<file path="config.mk">
export PLATFORM = sky130hd
export DESIGN_NAME = message_frame_deframer
export DESIGN_NICKNAME = d
export VERILOG_FILES = /design/src/hdl/mfd_pkg.sv /design/src/hdl/mfd_front.sv /design/src/hdl/mfd_queue.sv /design/src/hdl/mfd_back.sv /design/src/hdl/message_frame_deframer.sv
export SDC_FILE = /design/constraint.sdc
export NUM_CORES = 1
export LEC_CHECK = 0
export ABC_AREA = 1
export ABC_CLOCK_PERIOD_IN_PS = 12400
export BUFFER_PORTS_ARGS = -buffer_cell sky130_fd_sc_hd__buf_2
export CELL_PAD_IN_SITES_DETAIL_PLACEMENT = 0
export CELL_PAD_IN_SITES_GLOBAL_PLACEMENT = 1
export CORE_UTILIZATION = 43
export CTS_CLUSTER_SIZE = 14
export DETAILED_ROUTE_END_ITERATION = 10
export PLACE_DENSITY = 0.71
export SYNTH_ARGS = -nofsm -noshare
export SYNTH_HDL_FRONTEND = slang
export SYNTH_SLANG_ARGS = --single-unit
</file>
<file path="constraint.sdc">
create_clock -name clk -period 12.4 [get_ports clk]
set_input_delay 0.62 -clock clk [delete_from_list [all_inputs] [get_ports clk]]
set_output_delay 0.62 -clock clk [all_outputs]
set_load 0.01 [all_outputs]
</file>
<file path="src/hdl/mfd_pkg.sv">
// ----------------------------------------------------------------------------
// mfd_pkg
// Types and constants shared by the message frame deframer modules.
// ----------------------------------------------------------------------------
`default_nettype none

package mfd_pkg;

    localparam int POS_W = 17;
    localparam logic [POS_W-1:0] POS_MAX = '1;

    localparam logic [POS_W-1:0] POS_VERSION   = POS_W'(0);
    localparam logic [POS_W-1:0] POS_TYPE      = POS_W'(1);
    localparam logic [POS_W-1:0] POS_TTL       = POS_W'(2);
    localparam logic [POS_W-1:0] POS_STAMP_END = POS_W'(11);
    localparam logic [POS_W-1:0] POS_FLAGS     = POS_W'(11);
    localparam logic [POS_W-1:0] POS_LEN_HI    = POS_W'(12);
    localparam logic [POS_W-1:0] POS_LEN_LO    = POS_W'(13);
    localparam int FIXED_HEADER_BYTES = 14;

    localparam int Q_DEPTH = 2;
    localparam int Q_PTR_W = 1;
    localparam int Q_CNT_W = 2;

    localparam int IN_TDATA_W  = 8;
    localparam int OUT_TDATA_W = 184;
    localparam int OUT_PAD_W   = 5;
    localparam int CFG_DATA_W  = 16;

    typedef enum logic [1:0] {
        KIND_RECIPIENT = 2'd0,
        KIND_PAYLOAD   = 2'd1,
        KIND_SIGNATURE = 2'd2,
        KIND_SUMMARY   = 2'd3
    } kind_t;

    typedef enum logic [2:0] {
        ST_OK        = 3'd0,
        ST_SHORT     = 3'd1,
        ST_VERSION   = 3'd2,
        ST_RECIPIENT = 3'd3,
        ST_PAYLOAD   = 3'd4,
        ST_SIGNATURE = 3'd5
    } status_t;

    typedef enum logic [1:0] {
        REG_EXPECTED_VERSION = 2'd0,
        REG_RECIPIENT_MASK   = 2'd1,
        REG_SIGNATURE_MASK   = 2'd2,
        REG_MAX_PAYLOAD      = 2'd3
    } reg_index_t;

    typedef struct packed {
        logic [7:0]  expected_version;
        logic [7:0]  recipient_mask;
        logic [7:0]  signature_mask;
        logic [15:0] max_payload;
    } cfg_t;

    typedef struct packed {
        logic [7:0]  frame_type;
        logic [7:0]  hop_limit;
        logic [63:0] time_stamp;
        logic [7:0]  flag_bits;
        logic [15:0] body_length;
        logic [63:0] sender;
    } header_t;

    typedef struct packed {
        logic    has_byte;
        kind_t   byte_kind;
        logic [7:0] data;
        logic    has_summary;
        status_t status;
        header_t header;
    } q_entry_t;

    typedef struct packed {
        kind_t   kind;
        logic [7:0] out_byte;
        status_t status;
        header_t header;
        logic    last;
    } result_t;

endpackage

`default_nettype wire

</file>
<file path="src/hdl/mfd_front.sv">
// ----------------------------------------------------------------------------
// mfd_front
// Tracks the byte position, captures the header and classifies each byte;
// pushes byte and summary work into the queue.
// ----------------------------------------------------------------------------
`default_nettype none

module mfd_front
    import mfd_pkg::*;
#(
    parameter int SENDER_ID_BYTES    = 8,
    parameter int RECIPIENT_ID_BYTES = 8,
    parameter int SIGNATURE_BYTES    = 64
)
(
    input  wire logic     clk,
    input  wire logic     rst_n,
    input  wire cfg_t     cfg,
    input  wire logic     in_valid,
    output logic          in_ready,
    input  wire logic [7:0] in_byte,
    input  wire logic     in_last,
    input  wire logic     q_full,
    output logic          push,
    output q_entry_t      entry
);

    localparam logic [POS_W-1:0] HEADER_BYTES = POS_W'(FIXED_HEADER_BYTES + SENDER_ID_BYTES);
    localparam logic [POS_W-1:0] REC_BYTES    = POS_W'(RECIPIENT_ID_BYTES);
    localparam logic [POS_W-1:0] SIG_BYTES    = POS_W'(SIGNATURE_BYTES);

    logic [POS_W-1:0] pos_reg, pos_next;
    logic [7:0]       version_reg, version_next;
    header_t          hdr_reg, hdr_next;

    logic             in_fire;
    logic             has_rec;
    logic             has_sig;
    logic [POS_W-1:0] end_rec;
    logic [POS_W-1:0] end_pay;
    logic [POS_W-1:0] end_sig;
    logic [POS_W:0]   frame_len;
    logic             emit;
    kind_t            emit_kind;
    status_t          status;

    assign in_ready = !q_full;
    assign in_fire  = in_valid && in_ready;

    assign has_rec   = |(hdr_reg.flag_bits & cfg.recipient_mask);
    assign has_sig   = |(hdr_reg.flag_bits & cfg.signature_mask);
    assign end_rec   = HEADER_BYTES + (has_rec ? REC_BYTES : '0);
    assign end_pay   = end_rec + POS_W'(hdr_reg.body_length);
    assign end_sig   = end_pay + (has_sig ? SIG_BYTES : '0);
    assign frame_len = {1'b0, pos_reg} + (POS_W+1)'(1);

    always_comb
    begin
        hdr_next     = hdr_reg;
        version_next = version_reg;
        if (pos_reg == POS_VERSION)
        begin
            version_next = in_byte;
        end
        else if (pos_reg == POS_TYPE)
        begin
            hdr_next.frame_type = in_byte;
        end
        else if (pos_reg == POS_TTL)
        begin
            hdr_next.hop_limit = in_byte;
        end
        else if (pos_reg < POS_STAMP_END)
        begin
            hdr_next.time_stamp = {hdr_reg.time_stamp[55:0], in_byte};
        end
        else if (pos_reg == POS_FLAGS)
        begin
            hdr_next.flag_bits = in_byte;
        end
        else if (pos_reg == POS_LEN_HI)
        begin
            hdr_next.body_length = {in_byte, hdr_reg.body_length[7:0]};
        end
        else if (pos_reg == POS_LEN_LO)
        begin
            hdr_next.body_length = {hdr_reg.body_length[15:8], in_byte};
        end
        else if (pos_reg < HEADER_BYTES)
        begin
            hdr_next.sender = {hdr_reg.sender[55:0], in_byte};
        end
    end

    always_comb
    begin
        emit      = 1'b0;
        emit_kind = KIND_PAYLOAD;
        if (pos_reg >= HEADER_BYTES)
        begin
            if (has_rec && (pos_reg < end_rec))
            begin
                emit      = 1'b1;
                emit_kind = KIND_RECIPIENT;
            end
            else if (pos_reg < end_pay)
            begin
                emit      = (hdr_reg.body_length <= cfg.max_payload);
                emit_kind = KIND_PAYLOAD;
            end
            else if (has_sig && (pos_reg < end_sig))
            begin
                emit      = 1'b1;
                emit_kind = KIND_SIGNATURE;
            end
        end
    end

    always_comb
    begin
        if (frame_len < {1'b0, HEADER_BYTES})
        begin
            status = ST_SHORT;
        end
        else if (version_next != cfg.expected_version)
        begin
            status = ST_VERSION;
        end
        else if (has_rec && ({1'b0, end_rec} > frame_len))
        begin
            status = ST_RECIPIENT;
        end
        else if ((hdr_reg.body_length != 16'd0)
                 && (({1'b0, end_pay} > frame_len)
                     || (hdr_reg.body_length > cfg.max_payload)))
        begin
            status = ST_PAYLOAD;
        end
        else if (has_sig && ({1'b0, end_sig} > frame_len))
        begin
            status = ST_SIGNATURE;
        end
        else
        begin
            status = ST_OK;
        end
    end

    always_comb
    begin
        entry.has_byte    = emit;
        entry.byte_kind   = emit_kind;
        entry.data        = in_byte;
        entry.has_summary = in_last;
        entry.status      = status;
        entry.header      = hdr_next;
        push              = in_fire && (emit || in_last);
    end

    always_comb
    begin
        pos_next = pos_reg;
        if (in_last)
        begin
            pos_next = '0;
        end
        else if (pos_reg < POS_MAX)
        begin
            pos_next = pos_reg + POS_W'(1);
        end
    end

    always_ff @(posedge clk or negedge rst_n)
    begin
        if (!rst_n)
        begin
            pos_reg     <= '0;
            version_reg <= '0;
            hdr_reg     <= '0;
        end
        else if (in_fire)
        begin
            pos_reg <= pos_next;
            if (in_last)
            begin
                version_reg <= '0;
                hdr_reg     <= '0;
            end
            else
            begin
                version_reg <= version_next;
                hdr_reg     <= hdr_next;
            end
        end
    end

endmodule

`default_nettype wire

</file>
<file path="src/hdl/mfd_queue.sv">
// ----------------------------------------------------------------------------
// mfd_queue
// Short queue of classified work between the front and the output stage.
// ----------------------------------------------------------------------------
`default_nettype none

module mfd_queue
    import mfd_pkg::*;
(
    input  wire logic     clk,
    input  wire logic     rst_n,
    input  wire logic     push,
    input  wire q_entry_t wr_entry,
    input  wire logic     pop,
    output q_entry_t      head,
    output logic          empty,
    output logic          full
);

    q_entry_t             slots_reg [Q_DEPTH];
    logic [Q_PTR_W-1:0]   wr_ptr_reg;
    logic [Q_PTR_W-1:0]   rd_ptr_reg;
    logic [Q_CNT_W-1:0]   count_reg;
    logic                 do_push;
    logic                 do_pop;

    assign empty   = (count_reg == Q_CNT_W'(0));
    assign full    = (count_reg == Q_CNT_W'(Q_DEPTH));
    assign head    = slots_reg[rd_ptr_reg];
    assign do_push = push && !full;
    assign do_pop  = pop && !empty;

    always_ff @(posedge clk)
    begin
        if (do_push)
        begin
            slots_reg[wr_ptr_reg] <= wr_entry;
        end
    end

    always_ff @(posedge clk or negedge rst_n)
    begin
        if (!rst_n)
        begin
            wr_ptr_reg <= '0;
            rd_ptr_reg <= '0;
            count_reg  <= '0;
        end
        else
        begin
            if (do_push)
            begin
                wr_ptr_reg <= wr_ptr_reg + Q_PTR_W'(1);
            end
            if (do_pop)
            begin
                rd_ptr_reg <= rd_ptr_reg + Q_PTR_W'(1);
            end
            if (do_push && !do_pop)
            begin
                count_reg <= count_reg + Q_CNT_W'(1);
            end
            else if (do_pop && !do_push)
            begin
                count_reg <= count_reg - Q_CNT_W'(1);
            end
        end
    end

endmodule

`default_nettype wire

</file>
<file path="src/hdl/mfd_back.sv">
// ----------------------------------------------------------------------------
// mfd_back
// Output stage: unpacks queued work into byte and summary items and holds
// each item in a register until the sink takes it.
// ----------------------------------------------------------------------------
`default_nettype none

module mfd_back
    import mfd_pkg::*;
(
    input  wire logic     clk,
    input  wire logic     rst_n,
    input  wire q_entry_t head,
    input  wire logic     empty,
    output logic          pop,
    output logic          out_valid,
    input  wire logic     out_ready,
    output result_t       result
);

    logic    valid_reg, valid_next;
    logic    phase_reg, phase_next;
    result_t result_reg, result_next;
    logic    load;

    assign load      = !valid_reg || out_ready;
    assign out_valid = valid_reg;
    assign result    = result_reg;

    always_comb
    begin
        valid_next  = valid_reg;
        phase_next  = phase_reg;
        result_next = result_reg;
        pop         = 1'b0;
        if (load)
        begin
            valid_next = !empty;
            if (!empty)
            begin
                if (head.has_byte && !phase_reg)
                begin
                    result_next.kind     = head.byte_kind;
                    result_next.out_byte = head.data;
                    result_next.status   = ST_OK;
                    result_next.header   = '0;
                    result_next.last     = 1'b0;
                    if (head.has_summary)
                    begin
                        phase_next = 1'b1;
                    end
                    else
                    begin
                        pop = 1'b1;
                    end
                end
                else
                begin
                    result_next.kind     = KIND_SUMMARY;
                    result_next.out_byte = 8'd0;
                    result_next.status   = head.status;
                    result_next.header   = head.header;
                    result_next.last     = 1'b1;
                    pop                  = 1'b1;
                    phase_next           = 1'b0;
                end
            end
        end
    end

    always_ff @(posedge clk)
    begin
        result_reg <= result_next;
    end

    always_ff @(posedge clk or negedge rst_n)
    begin
        if (!rst_n)
        begin
            valid_reg <= 1'b0;
            phase_reg <= 1'b0;
        end
        else
        begin
            valid_reg <= valid_next;
            phase_reg <= phase_next;
        end
    end

endmodule

`default_nettype wire

</file>
<file path="src/hdl/message_frame_deframer.sv">
// ----------------------------------------------------------------------------
// message_frame_deframer
// Splits a received message buffer into recipient, payload and signature
// byte items and ends each buffer with a summary item carrying a status.
// ----------------------------------------------------------------------------
// The block takes one buffer byte per cycle on the slave stream while the
// queue has room and ends a buffer on the byte marked with tlast. The output
// register sends one item per cycle while the sink is ready, so a final byte
// that is itself streamed yields two items. A two-entry queue between the
// front and the output register lets input continue while the sink stalls,
// and the slave tready drops only once that queue is full. A result passes
// through a queue slot and then the output register after its byte is taken.
// Configuration writes take effect on the next cycle.
// ----------------------------------------------------------------------------
`default_nettype none

module message_frame_deframer
    import mfd_pkg::*;
#(
    parameter int SENDER_ID_BYTES    = 8,
    parameter int RECIPIENT_ID_BYTES = 8,
    parameter int SIGNATURE_BYTES    = 64
)
(
    input  wire logic                   clk,
    input  wire logic                   rst_n,
    input  wire logic                   s_axis_tvalid,
    output logic                        s_axis_tready,
    // in_byte[7:0]
    input  wire logic [IN_TDATA_W-1:0]  s_axis_tdata,
    input  wire logic                   s_axis_tlast,
    output logic                        m_axis_tvalid,
    input  wire logic                   m_axis_tready,
    // out_byte[7:0], status[10:8], frame_type[18:11], hop_limit[26:19],
    // time_stamp[90:27], flag_bits[98:91], body_length[114:99],
    // sender[178:115], zero pad[183:179]
    output logic [OUT_TDATA_W-1:0]      m_axis_tdata,
    // kind[1:0]
    output logic [1:0]                  m_axis_tuser,
    output logic                        m_axis_tlast,
    input  wire logic                   cfg_we,
    input  wire logic [1:0]             cfg_index,
    input  wire logic [CFG_DATA_W-1:0]  cfg_data
);

    cfg_t     cfg_reg;
    logic     q_full;
    logic     q_empty;
    logic     q_push;
    logic     q_pop;
    q_entry_t q_in;
    q_entry_t q_head;
    result_t  result;

    always_ff @(posedge clk or negedge rst_n)
    begin
        if (!rst_n)
        begin
            cfg_reg.expected_version <= 8'd1;
            cfg_reg.recipient_mask   <= 8'd1;
            cfg_reg.signature_mask   <= 8'd2;
            cfg_reg.max_payload      <= 16'd256;
        end
        else if (cfg_we)
        begin
            case (reg_index_t'(cfg_index))
                REG_EXPECTED_VERSION: cfg_reg.expected_version <= cfg_data[7:0];
                REG_RECIPIENT_MASK:   cfg_reg.recipient_mask   <= cfg_data[7:0];
                REG_SIGNATURE_MASK:   cfg_reg.signature_mask   <= cfg_data[7:0];
                REG_MAX_PAYLOAD:      cfg_reg.max_payload      <= cfg_data;
                default:              cfg_reg                  <= cfg_reg;
            endcase
        end
    end

    mfd_front #(
        .SENDER_ID_BYTES    (SENDER_ID_BYTES),
        .RECIPIENT_ID_BYTES (RECIPIENT_ID_BYTES),
        .SIGNATURE_BYTES    (SIGNATURE_BYTES)
    ) u_front (
        .clk      (clk),
        .rst_n    (rst_n),
        .cfg      (cfg_reg),
        .in_valid (s_axis_tvalid),
        .in_ready (s_axis_tready),
        .in_byte  (s_axis_tdata[7:0]),
        .in_last  (s_axis_tlast),
        .q_full   (q_full),
        .push     (q_push),
        .entry    (q_in)
    );

    mfd_queue u_queue (
        .clk      (clk),
        .rst_n    (rst_n),
        .push     (q_push),
        .wr_entry (q_in),
        .pop      (q_pop),
        .head     (q_head),
        .empty    (q_empty),
        .full     (q_full)
    );

    mfd_back u_back (
        .clk       (clk),
        .rst_n     (rst_n),
        .head      (q_head),
        .empty     (q_empty),
        .pop       (q_pop),
        .out_valid (m_axis_tvalid),
        .out_ready (m_axis_tready),
        .result    (result)
    );

    assign m_axis_tdata = {
        {OUT_PAD_W{1'b0}},
        result.header.sender,
        result.header.body_length,
        result.header.flag_bits,
        result.header.time_stamp,
        result.header.hop_limit,
        result.header.frame_type,
        result.status,
        result.out_byte
    };
    assign m_axis_tuser = result.kind;
    assign m_axis_tlast = result.last;

endmodule

`default_nettype wire
</file>
==> out/qor.csv, run 1 <==
stage,metric,value,unit
power,Logic pwr share,0.295,
detailed_routing,via density per instance,4.85,
cts,cts repair resizes,0,
synthesis,"EDFF count, synth",548,
synthesis,Yosys reg bits,787,
sta,Max Clock Skew,22.2,ps
setup_path,R2R depth,27,
status,status,finished clean,
sta,min Tclk post-route,6920,ps
floorplan,DIE WIDTH,285,um
power,power share of the clock group,0.273,
synthesis,sequential area share after synthesis,0.650,
power,internal cell power,0.00621,W
floorplan,Rows,103,
floorplan,Die Ht,285,um
layout,Area Overhead vs Synth,14.1,%
setup_path,Worst setup SP type,register,
setup_path,reg-to-reg critical path endpoint,u_queue.slots_reg[0][9],
cts,Clock Tree Root,clkbuf_16,
sta,Final Max Slew Viols,0,
cts,TritonCTS buffer count,84,
setup_path,Crit Path Max Fanout,117,
cts,H-tree Lvls,3,
power,pwr dens,240,nW/um^2
setup_path,crit path DAT,7160,ps
detailed_routing,initial DRC count,1517,
sta,Slew HR,0.248,
layout,share of layout cells above drive strength 1,0.117,
synthesis,Yosys warnings,0,
cts,latest clock arrival within the worst-skew pair,640,ps
sta,period utilization,0.558,
layout,max reg flops,366,
global_route,pin count of the biggest net entering global routing,146,
global_route,number of global-route vias before repair,21749,
synthesis,Synth Instances,3409,
sta,"Hold Vio Cnt, Final",0,
setup_path,R2R Setup Slk,5480,ps
placed_design,Port Buffers,215,
detailed_routing,post-route ant nets,0,
detailed_routing,DR vias,22819,
global_route,Overall Global Routing Usage,0.200,
power,maximum VDD drop,162,uV
sta,f_max,0.144,GHz
hold_path,HP Class,input port to async pin,
synthesis,ys flop type,edfxtp_1,
floorplan,I/O pin count,221,
floorplan,initial core utilization,0.436,
layout,filler instances,7257,
synthesis,Syn Area/Cell,10.1,sq um
cts,clock sinks,787,
synthesis,Syn Std Cell Area,34600,sq um
layout,"commonest non-fill, non-tap cell in the layout",nand2_1,
layout,Multi-input gate area,9170,sq um
run,max-cap violations,0,
cts,clk buf depth,3,
layout,n_diodes,0,
setup_path,Worst setup EP type,register,
global_route,total grt overflow,0,
setup_path,Worst Path Required,12640,ps
detailed_routing,TritonRoute pass-1 iters,5,
layout,fin util,0.498,
setup_path,CP Class,register to register,
placed_design,global placement routability congestion,0.841,
sta,Final setup viols,0,
detailed_routing,Routed WL,80600,um
layout,fin nets,3700,
global_route,initial antenna violation count,4,
sta,actual slew at the worst max-slew pin,1130,ps
setup_path,reg2reg start,cfg_reg[30],
placed_design,Detailed Place HPWL,51100,um
sta,unrepaired setup endpoints after global routing,no,
synthesis,"Async S/R FF share, synth",0.304,
power,Flop pwr share,0.432,
global_route,first-pass GRT wire length,126000,um
layout,"commonest non-fill, non-tap cells in the layout","1,052 x nand2_1, 605 x inv_1, 548 x edfxtp_1",
power,switch share,0.345,
floorplan,die footprint,81500,sq um
floorplan,Std-Cell Core Area,79300,sq um
sta,Setup TNS Final,0,ps
cts,"Setup Fix Bufs, Post-CTS",0,
detailed_routing,DRC,0,
cts,cts hold-fix bufs,0,
layout,Register Area,22400,sq um
detailed_routing,WL/cell,17.1,um
cts,TritonCTS clock tree,done,
power,Leak,19.6,nW
synthesis,Yosys cell types,54,
cts,Clock Pin Slew Worst Setup and Hold Paths,60,ps
power,NetSw,0.00327,W
worst max-delay path, cell delays in order, from the launching register on:
cell	delay [ps]
dfrtp_1	380
a22o_1	230
nor4_1	520
inv_1	210
ha_1	390
o21ai_0	110
nand2_1	200
nand2_1	110
xor2_1	180
inv_1	110
ha_1	200
nand2_4	70
nor3_4	270
nand4_1	170
or2_4	270
o21ai_4	140
inv_2	40
ha_1	310
nand2_1	80
nor2_1	40
a211oi_1	170
nand3_1	100
nor2_1	160
nand2_1	120
nand4_1	110
nand3_1	200
inv_8	590
buf_4	900
through the flow:
stage / total power [W] / cell area [sq um] / worst slack (ps) / instances / hold slack (ps)
detailed placement: 0.00701 / 36600 / 5360 / 4550 / 460
finish: 0.00948 / 39400 / 5480 / 4705 / 51.9
CTS: 0.00961 / 39400 / 5320 / 4705 / 61.3
global route: 0.0101 / 39400 / 4800 / 4705 / 98.2
global placement: 0.00697 / 36600 / 5430 / 4550 / 457
floorplan: 0.00606 / 34600 / 68.9 / 3413 / 324
per-layer routing:
metal | up-vias | GRT usage | share of wire
met4 | 0 | 0.0529 | 0.018
met5 | - | 0 | 0
li1 | 11495 | - | -
met1 | 10770 | 0.289 | 0.48
met2 | 461 | 0.316 | 0.46
met3 | 93 | 0.0290 | 0.043
logic make-up (layout without fill, tap and decap cells):
logic type | Yosys count | in the layout | synth area share
flops | 787 | 787 | 0.650
buf+inv | 778 | 1020 | 0.0862
simple gates | 1231 | 1231 | 0.144
fa+ha+maj | 82 | 82 | 0.0297
compound gates | 495 | 495 | 0.0815
xor+xnor | 35 | 35 | 0.00909
other cells | 1 | 5 | 0.000109
synthesized netlist by cell type (4+ instances only):
cell / n / area [sq um]
a21oi_1: 49 / 245
a22o_1: 6 / 52.6
buf_2: 23 / 115
buf_4: 6 / 45.0
clkbuf_1: 116 / 435
dfrtp_1: 235 / 5880
dfstp_2: 4 / 105
edfxtp_1: 548 / 16500
ha_1: 82 / 1030
inv_1: 607 / 2280
inv_2: 22 / 82.6
nand2_1: 1052 / 3950
nand2_2: 4 / 25.0
nand3_1: 39 / 195
nand3b_1: 4 / 30.0
nand4_1: 21 / 131
nor2_1: 53 / 199
nor2_2: 8 / 50.1
nor3_1: 18 / 90.1
nor4_1: 10 / 62.6
o21ai_0: 156 / 781
o21ai_1: 70 / 350
o21ai_2: 5 / 43.8
o22ai_1: 192 / 1200
xnor2_1: 9 / 78.8
xor2_1: 25 / 219
power by group through the flow:
stage / logic [W] / clock network (W) / registers [W]
floorplan: 0.00171 / 0 / 0.00436
finish: 0.00280 / 0.00258 / 0.00410
detailed placement: 0.00285 / 0 / 0.00416
global route: 0.00321 / 0.00274 / 0.00416
global placement: 0.00282 / 0 / 0.00415
CTS: 0.00286 / 0.00264 / 0.00411
final cells by class:
class | instances | area share
Clock buffer | 105 | 0.0584
Clock inverter | 50 | 0.0141
Inverter | 632 | 0.0609
Multi-Input combinational cell | 1848 | 0.233
Sequential cell | 787 | 0.569
Tap cell | 1050 | 0.0333
Timing Repair Buffer | 233 | 0.0316
how the worst max path moves through the flow:
| stage | slack [ps] | cells past startpoint | end | startpoint |
|---|---|---|---|---|
| 2_1_floorplan | 70 | 26 | u_queue.slots_reg[1][0] | cfg_reg[30] |
| 3_3_place_gp | 5430 | 27 | u_queue.slots_reg[0][10] | u_front.hdr_reg[86] |
| 3_5_place_dp | 5360 | 27 | u_queue.slots_reg[0][4] | u_front.hdr_reg[86] |
| 4_1_cts | 5320 | 27 | u_queue.slots_reg[0][9] | cfg_reg[30] |
| 5_1_grt | 4800 | 27 | u_queue.slots_reg[0][9] | cfg_reg[30] |
| 6_report | 5480 | 27 | u_queue.slots_reg[0][9] | cfg_reg[30] |
Power figures use the tool's default switching activity.
==> inputs of run 2 (changes only) <==
--- a/config.mk
+++ b/config.mk
@@ -6,7 +6,7 @@
 export NUM_CORES = 1
 export LEC_CHECK = 0
 export ABC_AREA = 1
-export ABC_CLOCK_PERIOD_IN_PS = 12400
+export ABC_CLOCK_PERIOD_IN_PS = 6000
 export BUFFER_PORTS_ARGS = -buffer_cell sky130_fd_sc_hd__buf_2
 export CELL_PAD_IN_SITES_DETAIL_PLACEMENT = 0
 export CELL_PAD_IN_SITES_GLOBAL_PLACEMENT = 1
==> constraint.sdc (replaced) <==
create_clock -name clk -period 6 [get_ports clk]
set_input_delay 0.3 -clock clk [delete_from_list [all_inputs] [get_ports clk]]
set_output_delay 0.3 -clock clk [all_outputs]
set_load 0.01 [all_outputs]
==> run 2 against run 1 <==
Effect of this change:
- critical endpoint is now u_queue.slots_reg[1][11]
- critical path depth increased by 1
- largest power group unchanged
- register-to-register slack got worse by 4900 ps
- maximum frequency increased by 29%
- power increased by 110%
- routed wire length increased by 0.53%
- die area unchanged
- largest cell class unchanged
- worst hold slack got worse by 19 ps
- design area increased by 1.2%
- clock skew decreased by 1.6 ps
- non-clock buffer count increased by 17
==> out/qor.csv, run 2 (synthesis results as in run 1) <==
stage,metric,value,unit,change
status,status,finished clean,,
global_route,total grt overflow,0,,unchanged
placed_design,global placement routability congestion,0.900,,+7.0%
cts,clock sinks,787,,unchanged
setup_path,Worst setup SP type,register,,
power,Leak,19.8,nW,+0.96%
detailed_routing,post-route ant nets,0,,unchanged
cts,TritonCTS buffer count,85,,+1.2%
setup_path,CP Class,register to register,,
cts,Clock Tree Root,clkbuf_16,,
floorplan,Std-Cell Core Area,79300,sq um,unchanged
setup_path,WP buf/inv,5,,unchanged
floorplan,initial core utilization,0.436,,unchanged
layout,"commonest non-fill, non-tap cells in the layout","1,051 x nand2_1, 605 x inv_1, 548 x edfxtp_1",,
placed_design,Port Buffers,215,,unchanged
sta,Final WS setup,616,ps,-4860 ps
detailed_routing,WL/cell,17.2,um,about the same
setup_path,Worst Path Required,6310,ps,-6330 ps
placed_design,Cells after DPL,4556,,+0.13%
detailed_routing,via density per instance,4.85,,about the same
layout,share of layout cells above drive strength 1,0.122,,+0.00504
layout,Register Area,22400,sq um,unchanged
cts,H-tree Lvls,3,,unchanged
floorplan,Rows,103,,unchanged
detailed_routing,DR vias,22922,,+0.45%
sta,min Tclk post-route,5380,ps,-1540 ps
global_route,first-pass GRT wire length,127000,um,+0.63%
cts,Clock Pin Slew Worst Setup and Hold Paths,60,ps,about the same
detailed_routing,initial DRC count,1594,,+5.1%
global_route,Overall Global Routing Usage,0.201,,+0.000628
layout,n_diodes,0,,unchanged
setup_path,delay of the slowest critical-path stage,400,ps,-500 ps
detailed_routing,DRC,0,,unchanged
floorplan,DIE WIDTH,285,um,unchanged
layout,filler instances,7341,,+1.2%
setup_path,Crit Path Max Fanout,28,,-76%
power,maximum VDD drop,397,uV,+150%
setup_path,CP most frequent cell,nand2_1,,
sta,period utilization,0.897,,+0.339
layout,final std cells w/o fill,4726,,+0.45%
layout,Area Overhead vs Synth,15.5,%,
cts,TritonCTS clock tree,done,,
cts,latest clock arrival within the worst-skew pair,640,ps,about the same
sta,Slew HR,0.0747,,-0.173
global_route,number of global-route vias before repair,21907,,+0.73%
floorplan,die footprint,81500,sq um,unchanged
sta,Setup TNS Final,0,ps,unchanged
setup_path,Worst setup EP type,register,,
power,Power Total,0.0199,W,+110%
floorplan,Die Ht,285,um,unchanged
cts,"Setup Fix Bufs, Post-CTS",0,,unchanged
global_route,initial antenna violation count,3,,-1
layout,Multi-input gate area,9230,sq um,+0.57%
layout,max reg flops,366,,unchanged
layout,"commonest non-fill, non-tap cell in the layout",nand2_1,,
setup_path,slowest CP cell,dfrtp_1,,
sta,actual slew at the worst max-slew pin,1390,ps,+262 ps
sta,Max Clock Skew,20.6,ps,-1.60 ps
run,max-cap violations,0,,unchanged
detailed_routing,TritonRoute pass-1 iters,5,,unchanged
cts,clk buf depth,3,,unchanged
setup_path,crit path DAT,5700,ps,-1460 ps
placed_design,Post-Place Setup Slack,451,ps,-4910 ps
setup_path,"CP delay by family, top",simple AND/OR/NAND/NOR gates,,
sta,unrepaired setup endpoints after global routing,no,,
sta,Final setup viols,0,,unchanged
global_route,pin count of the biggest net entering global routing,184,,+26%
detailed_routing,Routed WL,81100,um,+0.53%
power,pwr dens,498,nW/um^2,+110%
sta,"Hold Vio Cnt, Final",0,,unchanged
sta,f_max,0.186,GHz,+29%
sta,Final Max Slew Viols,0,,unchanged
placed_design,Detailed Place HPWL,52100,um,+2.0%
hold_path,HP Class,input port to register,,
layout,fin nets,3718,,+0.49%
floorplan,I/O pin count,221,,unchanged
run 2: worst min-delay path: stages:
cell and delay, ps:
buf_2 70, inv_1 80, o21ai_0 170
run 2: cell type report:
class,count,area share
inverters,632,0.0600
repair buffers,250,0.0383
multi-input cells,1848,0.231
flip-flops and latches,787,0.562
clock inverters,44,0.0140
clock buffers,115,0.0610
well taps,1050,0.0329
run 2: timing repair:
item                                   4_1_cts  5_1_grt
endpoints found under the hold margin      116        0
resized for setup                            0        2
hold buffers                                11        0
setup endpoints to repair                    0      177
run 2: path summary, 6_finish.rpt:
check,from,to,slack (ps),depth (start not counted)
min in group asynchronous,rst_n,u_front.hdr_reg[1],290,2
min reg2reg,u_queue.wr_ptr_reg,u_queue.wr_ptr_reg,480,2
min,cfg_data[4],cfg_reg[36],30,3
max reg2reg,u_front.hdr_reg[87],u_queue.slots_reg[1][11],620,28
max in group asynchronous,rst_n,u_front.hdr_reg[111],4410,3
max,u_front.hdr_reg[87],u_queue.slots_reg[1][11],620,28
run 2: report_power, final:
| part | internal, W | leakage (nW) | switching, W |
|---|---|---|---|
| sequential | 0.00798 | 8.42 | 0.000499 |
| combinational | 0.00172 | 9.93 | 0.00416 |
| clock | 0.00337 | 1.47 | 0.00215 |
run 2: through the flow:
stage          utilization  hold slack [ps]  area, sq um
2_1_floorplan            -             4.41        34600
3_3_place_gp         0.464              443        36800
3_5_place_dp         0.464              444        36800
4_1_cts              0.503             16.2        39900
5_1_grt              0.503             37.1        39900
6_report             0.503             33.3        39900
run 2: layer usage:
metal	track usage	wire (um)	share of wire
met2	0.312	36800	0.45
met5	0	0	0
met4	0.0493	1410	0.017
met3	0.0325	3750	0.046
met1	0.294	39100	0.48
